[src/rtl/core/scx_pkg.sv]
`timescale 1ns / 1ps
`default_nettype none
// ----------------------------------------------------------------------------
// Segment / circle crossing: shared constants
// Chunk size of the pipelined multipliers, used for their stage count.
// ----------------------------------------------------------------------------
package scx_pkg;

  // Bits of the second operand consumed per multiplier stage
  localparam int MUL_CHUNK = 16;

endpackage
`default_nettype wire

[src/rtl/core/scx_mul.sv]
`timescale 1ns / 1ps
`default_nettype none
// ----------------------------------------------------------------------------
// Segment / circle crossing: pipelined signed multiplier
// Consumes one chunk of b per stage and accumulates the shifted partial product.
// ----------------------------------------------------------------------------
module scx_mul import scx_pkg::*; #(
  parameter int AW = 25,
  parameter int BW = 25
) (
  input  logic                    clk,
  input  logic                    en,
  input  logic signed [AW-1:0]    a,
  input  logic signed [BW-1:0]    b,
  output logic signed [AW+BW-1:0] p
);

  localparam int NC = (BW + MUL_CHUNK - 1) / MUL_CHUNK;
  localparam int BX = NC * MUL_CHUNK;
  localparam int PW = AW + BW;

  logic signed [AW-1:0] a_q [NC];
  logic signed [BX-1:0] b_q [NC];
  logic signed [PW-1:0] acc [NC];

  for (genvar j = 0; j < NC; j++) begin : g_stage
    logic signed [AW-1:0]          a_in;
    logic signed [BX-1:0]          b_in;
    logic signed [PW-1:0]          acc_in;
    logic signed [MUL_CHUNK:0]     chunk;
    logic signed [AW+MUL_CHUNK:0]  prod;

    if (j == 0) begin : g_first
      assign a_in   = a;
      assign b_in   = BX'(b);
      assign acc_in = '0;
    end else begin : g_next
      assign a_in   = a_q[j-1];
      assign b_in   = b_q[j-1];
      assign acc_in = acc[j-1];
    end

    // lower chunks are unsigned, the top chunk carries the sign
    if (j == NC - 1) begin : g_top
      assign chunk = signed'({b_in[BX-1], b_in[j*MUL_CHUNK +: MUL_CHUNK]});
    end else begin : g_low
      assign chunk = signed'({1'b0, b_in[j*MUL_CHUNK +: MUL_CHUNK]});
    end

    assign prod = a_in * chunk;

    always_ff @(posedge clk) begin
      if (en) begin
        a_q[j] <= a_in;
        b_q[j] <= b_in;
        acc[j] <= acc_in + (PW'(prod) <<< (j * MUL_CHUNK));
      end
    end
  end

  assign p = acc[NC-1];

endmodule
`default_nettype wire

[config.mk]
export PLATFORM = sky130hd
export DESIGN_NAME = scx_mul
export DESIGN_NICKNAME = d
export VERILOG_FILES = /design/src/rtl/core/scx_pkg.sv /design/src/rtl/core/scx_mul.sv
export SDC_FILE = /design/constraint.sdc
export NUM_CORES = 2
export LEC_CHECK = 0
export ABC_AREA = 0
export BUFFER_PORTS_ARGS = -buffer_cell sky130_fd_sc_hd__buf_2
export CORE_MARGIN = 1.5
export CORE_UTILIZATION = 55
export DETAILED_ROUTE_END_ITERATION = 16
export GPL_TIMING_DRIVEN = 0
export PLACE_DENSITY = 0.75
export SYNTH_ARGS = -nofsm -noshare
export SYNTH_HDL_FRONTEND = slang
export SYNTH_SLANG_ARGS = --single-unit
[constraint.sdc]
create_clock -name clk -period 8.3 [get_ports clk]
set_clock_uncertainty 0.2 [all_clocks]
set_input_delay 1.245 -clock clk [delete_from_list [all_inputs] [get_ports clk]]
set_output_delay 1.245 -clock clk [all_outputs]
set_load 0.02 [all_outputs]
# After elaboration in Yosys (flattened, before gate mapping)
# Memories as Yosys holds them, arrays and structs flattened.
# Index checks and enable logic that the tools add are counted.
# Widths: inputs -> output; s select.
[word_totals] ff_bits=0 mem_bits_rw=214 out_inout_bits=50 word_cells=8 n_memories=3
[memory_table] name="acc" words=2 word_bits=50 rd=2 rd_clocked_by_memory_dff=0 wr=2 line_no="scx_mul.sv:24" source="logic signed [PW-1:0] acc [NC];"
[memory_table] name="b_q" words=2 word_bits=32 rd=1 rd_clocked_by_memory_dff=0 wr=2 line_no="scx_mul.sv:23" source="logic signed [BX-1:0] b_q [NC];"
[memory_table] name="a_q" words=2 word_bits=25 rd=1 rd_clocked_by_memory_dff=0 wr=2 line_no="scx_mul.sv:22" source="logic signed [AW-1:0] a_q [NC];"
[op_classes] n_addsub=1 mul=2 n_mux=2
[ops] cell="$add 50x50->50" count=1
[ops] cell="$mul 25x17->42" count=1
[ops] cell="$mul 25x16->34" count=1
[ops] cell="$mux 1" count=2

# Longest topological paths before layout
# An unclocked memory read counts as a cell.
[logic_depth] depth_word=3 depth_mapped=36

# Least setup slack after synthesis
# Ideal clock, no wire load.
[synth_path] kind="register -> register" start="mem b_q[0][30] in the netlist's numbering" end="mem acc[0][92] in the netlist's numbering (data pin)" setup_ps=195 t_arrival_ps=7810 required_time_ps=7905 slack_ps=95 stages_incl_launch_ff=31 n_path_buf=3 path_cell_list="edfxtp_1 clkbuf_1 clkbuf_1 nand2_1 inv_1 fa_1 fa_1 inv_1 fa_1 inv_1 fa_1 fa_1 inv_1 fa_1 inv_1 ha_1 buf_2 and3_1 and4_1 and2_1 a211oi_1 xnor2_1 ha_1 and3_1 a221o_1 a41oi_1 o21ai_1 o311a_1 o21ai_0 or4b_1 o311ai_0"
[synth_lines] element="from (decl)" line_no="scx_mul.sv:23"
[synth_lines] element="to (decl)" line_no="scx_mul.sv:24"

==> impl_summary.txt <==
----------------------------------------------------
[Finish]
  Filler cell count in the final layout ... between 4000 and 5000
  Layout overhead on the synthesized area ... 9.635%
  Number of antenna cells inserted ... 0
  Utilization after layout ... 60.76%
  Count of placed standard cells in the final layout, fillers left out ... 4261
  Most frequent standard cell in the layout excluding fill and tap cells ... sky130_fd_sc_hd__inv_1
  Commonest cells after routing, fill and taps aside ... sky130_fd_sc_hd__inv_1, sky130_fd_sc_hd__fa_1, sky130_fd_sc_hd__nand2_1
  Number of nets at the end of the flow ... 4477
  Proportion of layout cells with a drive suffix above 1 ... around 11%

[Global route]
  Vias in the first global route ... about 24000
  Wire length of the first global-routing pass ... 124.7 mm
  Overall overflow remaining after global route ... 0
  Number of antenna violations at the first check in global routing ... 0
  Global routing usage summed across all routing layers ... 27.06%
  Maximum number of pins on one net before global-route repair ... 96

[Min path]
  Hold/Removal Path Class ... reg2reg

[Floorplan]
  Die height ... 243.7 um
  # rows ... 88
  Initial Utilization ... 55.42%
  Ports ... 102
  Area of the core ... 57480 um^2
  Die Footprint ... 59370 um^2
  Die X-Extent ... 243.7 um

[Synth]
  Post-synth top flop ... sky130_fd_sc_hd__edfxtp_1
  Post-synth cell types ... 69
  Proportion of synthesized flip-flops having asynchronous set or reset ... 0%
  Seq/Total Area, Yosys ... roughly an eighth
  Mean area per synthesized cell ... 9.600 um^2
  Synthesized flop and latch total ... 126
  Post-synth EDFFs ... 126
  Gate count after technology mapping ... around 3300
  Syn_nets ... approximately 4300
  Number of warnings printed during yosys synthesis ... 0
  Yosys top cell area share ... 44.31%
  Combined area of all synthesized cells ... ~32000 um^2
  Most area-hungry cell type in the Yosys netlist ... sky130_fd_sc_hd__fa_1
  Cell types with the largest area share after synthesis ... sky130_fd_sc_hd__fa_1, sky130_fd_sc_hd__edfxtp_1, sky130_fd_sc_hd__inv_1

[Placed design]
  Placed cells ... 4179
  # port buffers ... 95
  Worst setup slack after placement ... -1632 ps
  Final RePlAce weighted congestion ... 0.9705
  HPWL reported at the end of detailed placement ... 65.48 mm

[STA]
  RSZ-0062 raised after global routing ... true
  Fin crit share ... 100.4%
  Final hold vios ... 0
  Peak Freq ... 0.1201 GHz
  Slack of the critical path ... -29.62 ps
  Count of pins over their slew limit ... 0
  Max transition margin ... 48.81%
  Period minus WS final ... 8330 ps
  Worst slew pin tran ... 767.0 ps
  Setup-violating endpoint count in the final report ... 1

[Worst setup path]
  Launch instance of the worst register-to-register path ... b_q[0][20]$_DFFE_PP_
  Most frequent cell on the critical path ... sky130_fd_sc_hd__fa_1
  Endpoint of the lowest-slack register-to-register path ... acc[0][92]$_DFFE_PP_
  Kind of cell adding the most delay to the critical path ... adder cells
  Slowest CP cell ... sky130_fd_sc_hd__fa_1
  Endpoint of the most critical setup path ... acc[0][92]$_DFFE_PP_
  Length in cells of the worst reg-to-reg path ... 28
  Critical Path AT ... 8410 ps
  Critical path required time ... 8380 ps
  Startpoint type of the worst setup path ... flop
  Stages on the worst setup path ... 28
  Critical path peak fanout ... 6
  Setup Crit Path Kind ... reg2reg
  Critical Path Max Stage Delay ... between 500 and 600 ps
  Setup crit end kind ... flop
  Worst setup path startpoint ... b_q[0][20]$_DFFE_PP_
  Sum of buffers and inverters on the critical path ... 6
  Slack of the worst reg-to-reg path ... -30 ps

[Routing]
  Routed via count ... 22558
  Via count normalized by instance count ... 5.294
  Antenna Violating Nets Remaining ... 0
  Violation count after the first detailed-routing iteration ... 1529
  Average detailed-routed wire length per instance ... 18.20 um
  Count of TritonRoute iterations in the first routing pass ... 5
  Routed Wire Length ... 77.56 mm
  Remaining DRCs ... 0

[Clock network]
  Root Buffer ... sky130_fd_sc_hd__clkbuf_16
  Total of hold buffers inserted after clock tree synthesis ... 0
  Sinks on Clock Net ... 126
  Clk pin slew, worst setup/hold paths ... 60 ps
  Clock tree from TritonCTS ... built
  CTS buffer count ... 17
  Worst skew pair latency ... 440 ps
  Worst-case clock buffer depth ... 2
  H-tree depth ... 4

[Status]
  Result of the run ... finished, violations left
  Violated checks ... negative setup slack

[Job]
  Maximum capacitance violations ... 0

----------------------------------------------------
-- worst register-to-register path: cells and delay by family (launching register included) --
| family | cells | cell delay, ps |
|---|---|---|
| buffers and inverters | 6 | 570 |
| AO/OA/AOI/OAI | 10 | 2230 |
| AND/OR/NAND/NOR | 3 | 850 |
| XOR/XNOR | 1 | 130 |
| flip-flops | 1 | 530 |
| adder cells (fa/ha/maj) | 8 | 3660 |
-- logic make-up after synthesis --
| group | Yosys count | share of synthesized area (%) |
|---|---|---|
| fa+ha+maj | 942 | 53.62 |
| mux | 1 | 0.03142 |
| compound gates | 272 | 5.833 |
| simple gates | 860 | 13.08 |
| buf+inv | 1005 | 12.48 |
| flops | 126 | 11.88 |
| xor+xnor | 112 | 3.079 |
-- timing repair --
| action | CTS | global route |
|---|---|---|
| pin swaps | 3 | 46 |
| setup endpoints to repair | 17 | 14 |
| hold endpoints to repair | 0 | 0 |
| gates cloned | 0 | 2 |
| resized for setup | 54 | 144 |
| setup buffers | 18 | 39 |
-- registers in the layout (all words and copies together), names as in the netlist --
signal and count:
acc 92, a_q 25, b_q 9
-- stage by stage --
step | TNS, ps | cell area (um^2) | hold WS (ps)
floorplan | 0 | 31850 | 200.3
global placement | -18140 | 33290 | 203.1
detailed placement | -18590 | 33320 | 204.5
CTS | -121.8 | 34130 | 215.6
global route | -708.5 | 34920 | 216.2
finish | -29.62 | 34920 | 216.7
-- cell usage after synthesis, drive strengths merged (6+ instances only) --
| cell | n |
|---|---|
| a211oi | 14 |
| a21boi | 6 |
| a21o | 29 |
| a21oi | 73 |
| a31oi | 7 |
| and2 | 281 |
| and3 | 8 |
| buf | 59 |
| clkbuf | 102 |
| edfxtp | 126 |
| fa | 705 |
| ha | 237 |
| inv | 843 |
| nand2 | 393 |
| nand2b | 24 |
| nand3 | 20 |
| nor2 | 79 |
| nor2b | 18 |
| nor3 | 18 |
| o211ai | 9 |
| o21a | 21 |
| o21ai | 50 |
| o21bai | 11 |
| o31ai | 7 |
| xnor2 | 87 |
| xor2 | 25 |
-- how the worst min path moves through the flow --
stage | startpoint | to | slack, ps | cells after the start
after global placement | acc[0][15]$_DFFE_PP_ | acc[0][65]$_DFFE_PP_ | 200 | 0
final | acc[0][7]$_DFFE_PP_ | acc[0][57]$_DFFE_PP_ | 220 | 0
after detailed placement | acc[0][7]$_DFFE_PP_ | acc[0][57]$_DFFE_PP_ | 200 | 0
after floorplan | acc[0][0]$_DFFE_PP_ | acc[0][50]$_DFFE_PP_ | 200 | 0
after CTS | acc[0][7]$_DFFE_PP_ | acc[0][57]$_DFFE_PP_ | 220 | 0
after global routing | acc[0][1]$_DFFE_PP_ | acc[0][51]$_DFFE_PP_ | 220 | 0
-- routing by layer --
metal | wire length (um) | GRT usage [%] | vias to the layer above
met5 | 0 | 0 | -
met1 | 32580 | 38.18 | 11223
met4 | 3230 | 11.22 | 0
met2 | 35410 | 42.15 | 965
li1 | - | - | 10179
met3 | 6348 | 3.977 | 191
-- layout make-up --
cell class | count | area [um^2] | share of cell area [%]
flip-flops and latches | 126 | 3784 | 10.83
repair buffers | 155 | 1015 | 2.906
multi-input cells | 2187 | 24530 | 70.25
clock inverters | 15 | 126.4 | 0.3619
plain buffers | 152 | 903.4 | 2.587
inverters | 844 | 3179 | 9.104
well taps | 765 | 957.2 | 2.741
clock buffers | 17 | 425.4 | 1.218
Power is not shown: default switching activity piles up to over one toggle a cycle in this logic, so the estimate is an artifact.
